==> src/rtl/dnle_pkg.sv <==
// ----------------------------------------------------------------------------
// dnle_pkg
// Shared types and constants of the DNS name label encoder.
// ----------------------------------------------------------------------------
`default_nettype none

package dnle_pkg;

    // Length field width; covers every label limit up to 63
    localparam int LEN_W = 6;

    localparam logic [7:0] SEP_CHAR = 8'h2E;

    // One finished label waiting in the buffer
    typedef struct packed {
        logic             bank;
        logic [LEN_W-1:0] len;
        logic             ovf;
        logic             ends;
    } label_desc_t;

    // One encoded output item
    typedef struct packed {
        logic [7:0] data;
        logic       is_len;
        logic       ends;
        logic       err;
    } out_item_t;

    typedef struct packed {
        logic full;
        logic empty;
    } q_status_t;

endpackage

`default_nettype wire

==> src/rtl/dns_name_label_encoder.sv <==
// ----------------------------------------------------------------------------
// dns_name_label_encoder
// Dotted host name in, one character per item; DNS label form out.
// ----------------------------------------------------------------------------
// The input side takes one character per cycle and stores label bytes in one
// half of a two-label buffer RAM (2*MAX_LABEL bytes); a dot or the last
// character closes the label and hands it to the output side through a
// two-entry descriptor queue. The output side sends one item per cycle while
// m_tready is high: the length byte, then the label bytes read from the RAM.
// A label of n stored bytes gives n+1 output items. Input stalls only while
// both buffer halves hold labels whose bytes are not yet all read out, so
// sustained rate with m_tready high is one item per cycle, bound by the
// single output port. With the output side idle, the length byte goes from
// the descriptor queue through the read stage into the output queue and onto m_tvalid.
`default_nettype none

module dns_name_label_encoder #(
    parameter int MAX_LABEL = 63
) (
    input  wire logic        aclk,
    input  wire logic        aresetn,
    input  wire logic        s_tvalid,
    output logic             s_tready,
    input  wire logic [7:0]  s_tdata,   // [7:0] char_byte
    input  wire logic        s_tlast,   // last_char
    output logic             m_tvalid,
    input  wire logic        m_tready,
    output logic [15:0]      m_tdata,   // [7:0] out_byte, [8] label_too_long, rest 0
    output logic             m_tlast,   // name_end
    output logic [0:0]       m_tuser    // [0] is_length
);

    import dnle_pkg::*;

    localparam int AW = $clog2(2*MAX_LABEL);

    q_status_t   q_status;
    logic        push;
    label_desc_t push_desc;
    logic        pop;
    label_desc_t head;
    logic          ram_we;
    logic [AW-1:0] ram_waddr;
    logic [7:0]    ram_wdata;
    logic [AW-1:0] ram_raddr;
    logic [7:0]    ram_rdata;

    dnle_front #(.MAX_LABEL(MAX_LABEL)) u_front (
        .aclk      (aclk),
        .aresetn   (aresetn),
        .s_tvalid  (s_tvalid),
        .s_tready  (s_tready),
        .s_tdata   (s_tdata),
        .s_tlast   (s_tlast),
        .q_status  (q_status),
        .push      (push),
        .push_desc (push_desc),
        .ram_we    (ram_we),
        .ram_waddr (ram_waddr),
        .ram_wdata (ram_wdata)
    );

    dnle_ram #(.WIDTH(8), .DEPTH(2*MAX_LABEL), .AW(AW)) u_ram (
        .aclk  (aclk),
        .we    (ram_we),
        .waddr (ram_waddr),
        .wdata (ram_wdata),
        .raddr (ram_raddr),
        .rdata (ram_rdata)
    );

    dnle_queue u_queue (
        .aclk      (aclk),
        .aresetn   (aresetn),
        .push      (push),
        .push_desc (push_desc),
        .pop       (pop),
        .head      (head),
        .q_status  (q_status)
    );

    dnle_back #(.MAX_LABEL(MAX_LABEL)) u_back (
        .aclk      (aclk),
        .aresetn   (aresetn),
        .q_status  (q_status),
        .head      (head),
        .pop       (pop),
        .ram_raddr (ram_raddr),
        .ram_rdata (ram_rdata),
        .m_tvalid  (m_tvalid),
        .m_tready  (m_tready),
        .m_tdata   (m_tdata),
        .m_tlast   (m_tlast),
        .m_tuser   (m_tuser)
    );

endmodule

`default_nettype wire

==> src/rtl/dnle_ram.sv <==
// ----------------------------------------------------------------------------
// dnle_ram
// Generic single-write, single-read RAM with registered read data.
// ----------------------------------------------------------------------------
`default_nettype none

module dnle_ram #(
    parameter int WIDTH = 8,
    parameter int DEPTH = 126,
    parameter int AW    = $clog2(DEPTH)
) (
    input  wire logic             aclk,
    input  wire logic             we,
    input  wire logic [AW-1:0]    waddr,
    input  wire logic [WIDTH-1:0] wdata,
    input  wire logic [AW-1:0]    raddr,
    output logic      [WIDTH-1:0] rdata
);

    logic [WIDTH-1:0] mem [DEPTH];
    logic [WIDTH-1:0] rdata_reg;

    always_ff @(posedge aclk) begin
        if (we) begin
            mem[waddr] <= wdata;
        end
        rdata_reg <= mem[raddr];
    end

    assign rdata = rdata_reg;

endmodule

`default_nettype wire

==> src/rtl/dnle_front.sv <==
// ----------------------------------------------------------------------------
// dnle_front
// Accepts characters, stores label bytes in the current buffer half and
// posts a label descriptor when a dot or the last character ends a label.
// ----------------------------------------------------------------------------
`default_nettype none

module dnle_front #(
    parameter int MAX_LABEL = 63
) (
    input  wire logic                  aclk,
    input  wire logic                  aresetn,
    input  wire logic                  s_tvalid,
    output logic                       s_tready,
    input  wire logic [7:0]            s_tdata,
    input  wire logic                  s_tlast,
    input  wire dnle_pkg::q_status_t   q_status,
    output logic                       push,
    output dnle_pkg::label_desc_t      push_desc,
    output logic                       ram_we,
    output logic [$clog2(2*MAX_LABEL)-1:0] ram_waddr,
    output logic [7:0]                 ram_wdata
);

    import dnle_pkg::*;

    localparam int AW = $clog2(2*MAX_LABEL);

    logic             bank_reg, bank_next;
    logic [LEN_W-1:0] cnt_reg, cnt_next;
    logic             ovf_reg, ovf_next;

    logic             accept;
    logic             is_sep;
    logic             room;
    logic [LEN_W-1:0] cnt_eff;
    logic             ovf_eff;

    // both buffer halves busy means the queue is full
    assign s_tready = !q_status.full;
    assign accept   = s_tvalid && s_tready;
    assign is_sep   = (s_tdata == SEP_CHAR);
    assign room     = (cnt_reg < LEN_W'(MAX_LABEL));

    assign ram_wdata = s_tdata;
    assign ram_waddr = AW'(cnt_reg) + (bank_reg ? AW'(MAX_LABEL) : AW'(0));

    always_comb begin
        ram_we    = accept && !is_sep && room;
        cnt_eff   = (!is_sep && room) ? cnt_reg + LEN_W'(1) : cnt_reg;
        ovf_eff   = ovf_reg | (!is_sep && !room);
        push      = accept && (is_sep || s_tlast);
        push_desc = '{bank: bank_reg, len: cnt_eff, ovf: ovf_eff, ends: s_tlast};
        bank_next = bank_reg;
        cnt_next  = cnt_reg;
        ovf_next  = ovf_reg;
        if (push) begin
            bank_next = !bank_reg;
            cnt_next  = '0;
            ovf_next  = 1'b0;
        end else if (accept) begin
            cnt_next = cnt_eff;
            ovf_next = ovf_eff;
        end
    end

    always_ff @(posedge aclk) begin
        if (!aresetn) begin
            bank_reg <= 1'b0;
            cnt_reg  <= '0;
            ovf_reg  <= 1'b0;
        end else begin
            bank_reg <= bank_next;
            cnt_reg  <= cnt_next;
            ovf_reg  <= ovf_next;
        end
    end

endmodule

`default_nettype wire

==> src/rtl/dnle_queue.sv <==
// ----------------------------------------------------------------------------
// dnle_queue
// Two-entry queue of label descriptors between front and back.
// ----------------------------------------------------------------------------
`default_nettype none

module dnle_queue (
    input  wire logic                  aclk,
    input  wire logic                  aresetn,
    input  wire logic                  push,
    input  wire dnle_pkg::label_desc_t push_desc,
    input  wire logic                  pop,
    output dnle_pkg::label_desc_t      head,
    output dnle_pkg::q_status_t        q_status
);

    import dnle_pkg::*;

    label_desc_t entry_reg [2];
    logic        wr_ptr_reg, rd_ptr_reg;
    logic [1:0]  count_reg, count_next;

    assign head           = entry_reg[rd_ptr_reg];
    assign q_status.full  = (count_reg == 2'd2);
    assign q_status.empty = (count_reg == 2'd0);

    always_comb begin
        count_next = count_reg + {1'b0, push} - {1'b0, pop};
    end

    always_ff @(posedge aclk) begin
        if (push) begin
            entry_reg[wr_ptr_reg] <= push_desc;
        end
    end

    always_ff @(posedge aclk) begin
        if (!aresetn) begin
            wr_ptr_reg <= 1'b0;
            rd_ptr_reg <= 1'b0;
            count_reg  <= '0;
        end else begin
            if (push) begin
                wr_ptr_reg <= !wr_ptr_reg;
            end
            if (pop) begin
                rd_ptr_reg <= !rd_ptr_reg;
            end
            count_reg <= count_next;
        end
    end

endmodule

`default_nettype wire

==> src/rtl/dnle_back.sv <==
// ----------------------------------------------------------------------------
// dnle_back
// Walks the head label: length byte first, then its bytes from the buffer,
// through a read stage and a two-entry output queue.
// ----------------------------------------------------------------------------
`default_nettype none

module dnle_back #(
    parameter int MAX_LABEL = 63
) (
    input  wire logic                  aclk,
    input  wire logic                  aresetn,
    input  wire dnle_pkg::q_status_t   q_status,
    input  wire dnle_pkg::label_desc_t head,
    output logic                       pop,
    output logic [$clog2(2*MAX_LABEL)-1:0] ram_raddr,
    input  wire logic [7:0]            ram_rdata,
    output logic                       m_tvalid,
    input  wire logic                  m_tready,
    output logic [15:0]                m_tdata,
    output logic                       m_tlast,
    output logic [0:0]                 m_tuser
);

    import dnle_pkg::*;

    localparam int AW = $clog2(2*MAX_LABEL);

    typedef struct packed {
        logic      from_ram;
        out_item_t item;
    } token_t;

    logic [LEN_W-1:0] idx_reg, idx_next;
    logic             s1_valid_reg;
    token_t           s1_tok_reg;
    token_t           tok;

    out_item_t        obuf_reg [2];
    logic             owr_ptr_reg, ord_ptr_reg;
    logic [1:0]       ocount_reg, ocount_next;

    logic [1:0]       occ;
    logic             out_pop;
    logic             can_issue;
    logic             issue;
    logic             at_end;
    logic [LEN_W-1:0] rd_idx;
    out_item_t        s1_item;
    out_item_t        out_head;

    assign out_pop   = m_tvalid && m_tready;
    // items held or in flight must fit in the output queue
    assign occ       = ocount_reg + {1'b0, s1_valid_reg};
    assign can_issue = (occ < 2'd2) || ((occ == 2'd2) && out_pop);
    assign issue     = !q_status.empty && can_issue;
    assign at_end    = (idx_reg == head.len);
    assign pop       = issue && at_end;

    assign rd_idx    = idx_reg - LEN_W'(1);
    assign ram_raddr = AW'(rd_idx) + (head.bank ? AW'(MAX_LABEL) : AW'(0));

    always_comb begin
        tok.from_ram    = (idx_reg != '0);
        tok.item.data   = 8'(head.len);
        tok.item.is_len = (idx_reg == '0);
        tok.item.ends   = head.ends && at_end;
        tok.item.err    = head.ovf;
        idx_next        = idx_reg;
        if (issue) begin
            idx_next = at_end ? '0 : idx_reg + LEN_W'(1);
        end
    end

    always_comb begin
        s1_item = s1_tok_reg.item;
        if (s1_tok_reg.from_ram) begin
            s1_item.data = ram_rdata;
        end
        ocount_next = ocount_reg + {1'b0, s1_valid_reg} - {1'b0, out_pop};
    end

    always_ff @(posedge aclk) begin
        if (issue) begin
            s1_tok_reg <= tok;
        end
        if (s1_valid_reg) begin
            obuf_reg[owr_ptr_reg] <= s1_item;
        end
    end

    always_ff @(posedge aclk) begin
        if (!aresetn) begin
            idx_reg      <= '0;
            s1_valid_reg <= 1'b0;
            owr_ptr_reg  <= 1'b0;
            ord_ptr_reg  <= 1'b0;
            ocount_reg   <= '0;
        end else begin
            idx_reg      <= idx_next;
            s1_valid_reg <= issue;
            if (s1_valid_reg) begin
                owr_ptr_reg <= !owr_ptr_reg;
            end
            if (out_pop) begin
                ord_ptr_reg <= !ord_ptr_reg;
            end
            ocount_reg <= ocount_next;
        end
    end

    assign out_head   = obuf_reg[ord_ptr_reg];
    assign m_tvalid   = (ocount_reg != 2'd0);
    assign m_tdata    = {7'b0, out_head.err, out_head.data};
    assign m_tlast    = out_head.ends;
    assign m_tuser[0] = out_head.is_len;

endmodule

`default_nettype wire

==> config.mk <==
export PLATFORM = sky130hd
export DESIGN_NAME = dns_name_label_encoder
export DESIGN_NICKNAME = d
export VERILOG_FILES = /design/src/rtl/dnle_pkg.sv /design/src/rtl/dns_name_label_encoder.sv /design/src/rtl/dnle_ram.sv /design/src/rtl/dnle_front.sv /design/src/rtl/dnle_queue.sv /design/src/rtl/dnle_back.sv
export SDC_FILE = /design/constraint.sdc
export NUM_CORES = 1
export LEC_CHECK = 0
export BUFFER_PORTS_ARGS = -buffer_cell sky130_fd_sc_hd__clkbuf_2
export CAP_MARGIN = 25
export CORE_ASPECT_RATIO = 0.5
export CORE_MARGIN = 10
export CORE_UTILIZATION = 50
export CTS_CLUSTER_DIAMETER = 150
export DETAILED_ROUTE_END_ITERATION = 12
export GPL_ROUTABILITY_DRIVEN = 0
export PLACE_DENSITY = 0.65
export SYNTH_ARGS = -nofsm -noshare
export SYNTH_HDL_FRONTEND = slang
export SYNTH_HIERARCHICAL = 1
export SYNTH_SLANG_ARGS = --single-unit
==> constraint.sdc <==
create_clock -name aclk -period 4.15 [get_ports aclk]
set_input_delay 0.83 -clock aclk [delete_from_list [all_inputs] [get_ports aclk]]
set_output_delay 0.83 -clock aclk [all_outputs]
set_load 0.02 [all_outputs]
## Word level (Yosys, flattened, before mapping)

Memory sizes are Yosys's and may differ from the RTL's. A register that Yosys moved wholly into a read port is not among the register bits.
Cells that the tools add are included.

- Bits of input ports: 13
- Output and inout port bits: 20
- Logic and storage cells: 78
- Bits in writable memories: 1048
- Bits in registers: 33
- Memories kept: 3

- Bitwise gates (word level): 2
- $add $sub $neg: 9
- Equal/unequal tests: 4
- Order comparisons: 2
- Mux-type cells: 15
- Reduce and logical (&&, ||, !) cells: 27

Memories:

| memory | words | bits a word | read ports | clocked after Yosys merged registers in | write ports | line | source |
|---|---|---|---|---|---|---|---|
| u_ram.mem | 126 | 8 | 1 | 1 | 1 | dnle_ram.sv:20 | `logic [WIDTH-1:0] mem [DEPTH];` |
| u_back.obuf_reg | 2 | 11 | 1 | 1 | 1 | dnle_back.sv:39 | `out_item_t obuf_reg [2];` |
| u_queue.entry_reg | 2 | 9 | 1 | 1 | 1 | dnle_queue.sv:19 | `label_desc_t entry_reg [2];` |

Operator list:

| kind | number |
|---|---|
| $mux W6 | 4 |
| $add A6 B7 Y7 | 2 |
| $add A6 B1 Y6 const B | 2 |
| $logic_and A1 B1 Y1 | 11 |
| $mux W1 | 10 |
| $logic_not A1 Y1 | 9 |
| $eq A8 B6 Y1 const B | 1 |
| $mux W8 | 1 |
| $eq A6 B6 Y1 | 1 |
| $logic_not A6 Y1 | 1 |
| $lt A6 B6 Y1 const B | 1 |
| $reduce_bool A6 Y1 | 1 |
| $sub A6 B1 Y6 const B | 1 |
| $add A2 B1 Y2 | 2 |
| $eq A2 B2 Y1 const B | 2 |
| $sub A2 B1 Y2 | 2 |
| $logic_not A2 Y1 | 1 |
| $logic_or A1 B1 Y1 | 2 |
| $lt A2 B2 Y1 const B | 1 |
| $reduce_bool A2 Y1 | 1 |
| $reduce_or A2 Y1 | 1 |
| $not A1 Y1 | 1 |
| $or A1 B1 Y1 | 1 |

## Logic depth before layout (Yosys ltp)

- Word-level depth: 8
- Depth in mapped cells: 18
- Depth with buffers taken out: 15

## Cells and area by module

Netlist, hierarchy kept.

Modules (own cells, without submodules):

| module | area each (µm²) | instances | cells an instance | seq. area each (µm²) |
|---|---|---|---|---|
| dnle_ram | 39736.9 | 1 | 1948 | 30429.2 |
| dnle_back | 2217.1 | 1 | 178 | 1201.2 |
| dnle_queue | 872.1 | 1 | 49 | 640.6 |
| dnle_front | 775.7 | 1 | 97 | 160.2 |

## Worst setup path after synthesis

OpenSTA, ideal clock, no wires.

- Path type: reg2reg
- Start: reg (tool-made name)
- End: reg u_ram.rdata_reg[0], in the netlist u_ram/rdata[0] (read register of u_ram.mem)
- Arrival: 3.238 ns
- Slack: 0.821 ns
- Data required time: 4.059 ns
- Clock period less this slack: 3.329 ns
- Cell stages (with the launch flop): 19
- Library setup time: 0.091 ns
- Cells stage by stage: dfxtp_1 > buf_2 > mux2_2 > ha_1 > inv_1 > fa_1 > inv_1 > a21oi_1 > o21bai_1 > xor2_1 > buf_2 > buf_2 > buf_2 > buf_4 > buf_2 > nand2_1 > a31oi_1 > o21ai_0 > a311oi_1

RTL lines:

| what | line | source |
|---|---|---|
| end: declaration | dnle_ram.sv:21 | `logic [WIDTH-1:0] rdata_reg;` |

## Worst setup path after layout

- Start: reg u_back.idx_reg[1]
- End: reg u_ram.rdata_reg[6], in the netlist u_ram/rdata[6] (read register of u_ram.mem)

- Cells in the longest elaborated chain, start to end: 2

RTL lines:

| what | line | source |
|---|---|---|
| start: declaration | dnle_back.sv:34 | `logic [LEN_W-1:0] idx_reg, idx_next;` |
| start signal: assignment | dnle_back.sv:100 | `idx_reg <= idx_next;` |
| $sub A6 B1 Y6 | dnle_back.sv:60 | `assign rd_idx = idx_reg - LEN_W'(1);` |
| $add A6 B7 Y7 | dnle_back.sv:61 | `assign ram_raddr = AW'(rd_idx) + (head.bank ? AW'(MAX_LABEL) : AW'(0));` |
| named net ram_raddr[2] | dns_name_label_encoder.sv:45 | `logic [AW-1:0] ram_raddr;` |

The timed path passes the listed nets, and every way through them passes these cells.
A chain may end at the register's enable or synchronous reset.

==> flow_metrics.py <==
metrics = {
    "floorplanning": {
        "placeableCoreArea_um2": 86200,
        "fp.dieH_um": 229,
        "num_rows": 76,
        "die_x_um": 438,
        "fp.dieArea_um2": 100000,
        "start_util_pct": 50.6,
        "io_pins": 33,
    },
    "finish": {
        "antenna_cells": 0,
        "multi_input_area_um2": 10300,
        "final_cells": 3717,
        "final_nets": 2505,
        "most-common-layout-cells": "edfxtp_1 (1058), mux4_2 (211), buf_4 (189), nor2_1 (161), mux2i_1 (112)",
        "nFillCells": 6420,
        "final_common_cell": "edfxtp_1",
        "largest_reg_flops": 1008,
        "layout-area-overhead-vs-synth_pct": 12.9,
        "stdcell_area_um2": 49200,
        "regArea_um2": 32400,
        "drive_above_1_share_pct": 25.4,
    },
    "setup_path": {
        "r2r_start": "u_back/idx_reg[1]$_SDFFE_PN0P_",
        "crit_path_start_kind": "flip-flop",
        "endpoint_kind": "flip-flop",
        "cp-endpoint": "u_ram/rdata[6]$_DFF_P_",
        "crit_start": "u_back/idx_reg[1]$_SDFFE_PN0P_",
        "cp_max_fo": 30,
        "slowest_delay_ns": 0.53,
        "cpMaxStageDelayCell": "mux4_2",
        "rr_endpoint": "u_ram/rdata[6]$_DFF_P_",
        "cp.required_ns": 4.72,
        "reg2reg_depth": 12,
        "path_cells": "inv_1, ha_1, fa_1, xnor2_2, buf_12, buf_12, mux4_2, mux4_2, nand3b_1, nand4_1, a221oi_2, nor3_1",
        "critical_path_arrival_ns": 4.58,
        "reg2reg_slack_ns": 0.14,
        "crit_type": "flip-flop to flip-flop",
    },
    "route": {
        "vias_per_cell": 6.07,
        "wl_per_cell_um": 27.8,
        "first_iter_violations": 2684,
        "antenna_left": 0,
        "drt_first_pass_iters": 5,
        "wl_um": 103000,
        "drc_errors": 0,
        "vias": 22500,
    },
    "logic_synthesis": {
        "yosysTopAreaCell": "edfxtp_1",
        "synth.area.top_cells": "edfxtp_1 (73%), mux4_2 (11%), mux2i_1 (2.6%)",
        "synth-edff-count": 1058,
        "synth.avg_cell_area_um2": 19.2,
        "yosysTopAreaCellShare_pct": 72.9,
        "ys.warnings.count": 6,
        "synth-seq-cells": 1091,
        "ys_seq_area_share_pct": 74.4,
        "synth_ff_type": "edfxtp_1",
        "syn_inst": 2272,
        "synthesis.area_um2": 43600,
        "post_synth_num_cell_types": 61,
        "async_reset_ff_share_pct": 0,
    },
    "placed_design": {
        "dpl.hpwl_um": 67500,
        "dpl_cell_area_um2": 46100,
        "place_inst": 3538,
        "portBuffers": 25,
    },
    "sta": {
        "finalSetupViolCount": 0,
        "finalMaxSlewViolations": 0,
        "finalCritPeriodShare_pct": 96.6,
        "tightest_slew_ns": 1.02,
        "min_period_ns": 4.01,
        "rsz0062_at_grt": "yes",
        "hold_viol": 0,
        "timing.hold.ws_ns": 0.382,
        "finClkSkew_ns": 0.0216,
        "slew_headroom_pct": 31.6,
        "max_freq_ghz": 0.249,
    },
    "power_and_ir_drop": {
        "powerDensity_nw_per_um2": 601,
        "p_leak_uw": 0.0161,
        "ir_drop_mv": 0.384,
        "total_power_uw": 29600,
    },
    "clocking": {
        "clk_path_buf_depth": 3,
        "clk_pin_slew_ns": 0.07,
        "clk_latency_ns": 0.68,
        "cts_hold_buf": 0,
        "cts_buffers": 94,
        "cts.sink_count": 1091,
        "htreeDepth": 3,
        "cts_root_buffer": "clkbuf_16",
        "cts_tree": "yes",
    },
    "global_routing": {
        "grtUsageTotal_pct": 20.5,
        "grt_max_degree": 93,
        "grt_pass1_wl_um": 152000,
        "grt_pass1_vias": 22000,
        "grt_antenna_before_repair": 0,
        "gr-total-overflow": 0,
    },
    "hold_path": {
        "min_path_type": "input pin to flip-flop",
    },
    "status": {
        "outcome": "finished, final reports clean",
    },
    "job": {
        "maxCapViolCount": 0,
    },
}
layout make-up:
type                    instances  area share (%)
flip-flops and latches       1091            65.9
multi-input cells            1028            20.9
clock buffers                 112            5.07
inverters                      29           0.226
clock inverters                61            1.13
well taps                    1170            2.97
repair buffers                226            3.80
per-layer routing:
metal  up-vias  share of wire, %  GRT usage (%)
met5         -                 0              0
met4         0               2.4           4.74
met3       203                11           6.04
met2      1062                44           30.0
met1     11800                43           30.3
li1       9501                 -              -
report_power, final:
group          internal (uW)  leakage (uW)  switching, uW
combinational           3530       0.00480           4870
clock                   4910       0.00149           3870
sequential             12300       0.00979            158
total                  20700        0.0161           8890
cells in the mapped netlist, drive strengths merged (4+ instances only):
cell type and instances:
a21o 6, o21bai 4, a22o 17, inv 28
dfxtp 33, nor3 18, nand4 9, xor2 7
ha 20, clkbuf 29, o21ai 20, and2 20
a41oi 6, a21oi 43, nor2 162, a22oi 31
xnor2 27, a31oi 9, nor2b 27, a221oi 6
mux2i 112, o22ai 5, a31o 5, mux4 211
nand2 92, buf 101, a311oi 4, nand2b 11
nand3b 4, edfxtp 1058, a211oi 12, mux2 56
nand3 50
metrics by stage:
| step | worst slack (ns) | setup TNS, ns | utilization (%) |
|---|---|---|---|
| global route | -0.0111 | -0.0111 | 57.1 |
| floorplan | 0.821 | 0 | - |
| finish | 0.141 | 0 | 57.1 |
| CTS | 0.0596 | 0 | 57.0 |
| detailed placement | -0.0583 | -0.137 | 53.4 |
| global placement | -0.0436 | -0.0436 | 53.4 |
worst max-delay path: cells and delay by family, from the launching register on:
family / cells / cell delay (ns)
xor gates and xnor gates: 1 / 0.24
and+or+nand+nor: 3 / 0.49
buffers and inverters: 3 / 0.71
AOI/OAI and AO/OA: 1 / 0.26
muxes: 2 / 0.96
DFF: 1 / 0.40
adders and majority gates: 2 / 0.80
cells by family (layout without fill, tap and decap cells):
logic type / Yosys count / count (layout) / share of synthesized area [%]
simple gates: 408 / 408 / 4.26
xor+xnor: 35 / 35 / 0.735
other cells: 1 / 7 / 0.00860
mux: 379 / 379 / 14.9
compound gates: 177 / 177 / 2.83
fa+ha+maj: 22 / 22 / 0.666
buf+inv: 159 / 428 / 2.21
flops: 1091 / 1091 / 74.4
timing repair:
action	in CTS	in global routing
buffers inserted	2	0
gates resized for setup	0	7
pin swaps	1	0
setup endpoints to repair	5	8
worst min-delay path by stage:
stage | start | endpoint | slack, ns | cells past startpoint
floorplan | u_back/s1_item[0]$_DFFE_PP_ | u_back/obuf_reg[0][0]$_DFFE_PP_ | 0.42 | 0
global placement | u_back/s1_item[0]$_DFFE_PP_ | u_back/obuf_reg[0][0]$_DFFE_PP_ | 0.42 | 0
detailed placement | u_back/s1_item[0]$_DFFE_PP_ | u_back/obuf_reg[1][0]$_DFFE_PP_ | 0.43 | 0
CTS | s_tlast | u_queue/entry_reg[1][0]$_DFFE_PP_ | 0.34 | 1
global route | s_tlast | u_queue/entry_reg[1][0]$_DFFE_PP_ | 0.34 | 1
finish | s_tlast | u_queue/entry_reg[1][0]$_DFFE_PP_ | 0.38 | 1
Note: power is estimated with default switching activity, not from simulation.
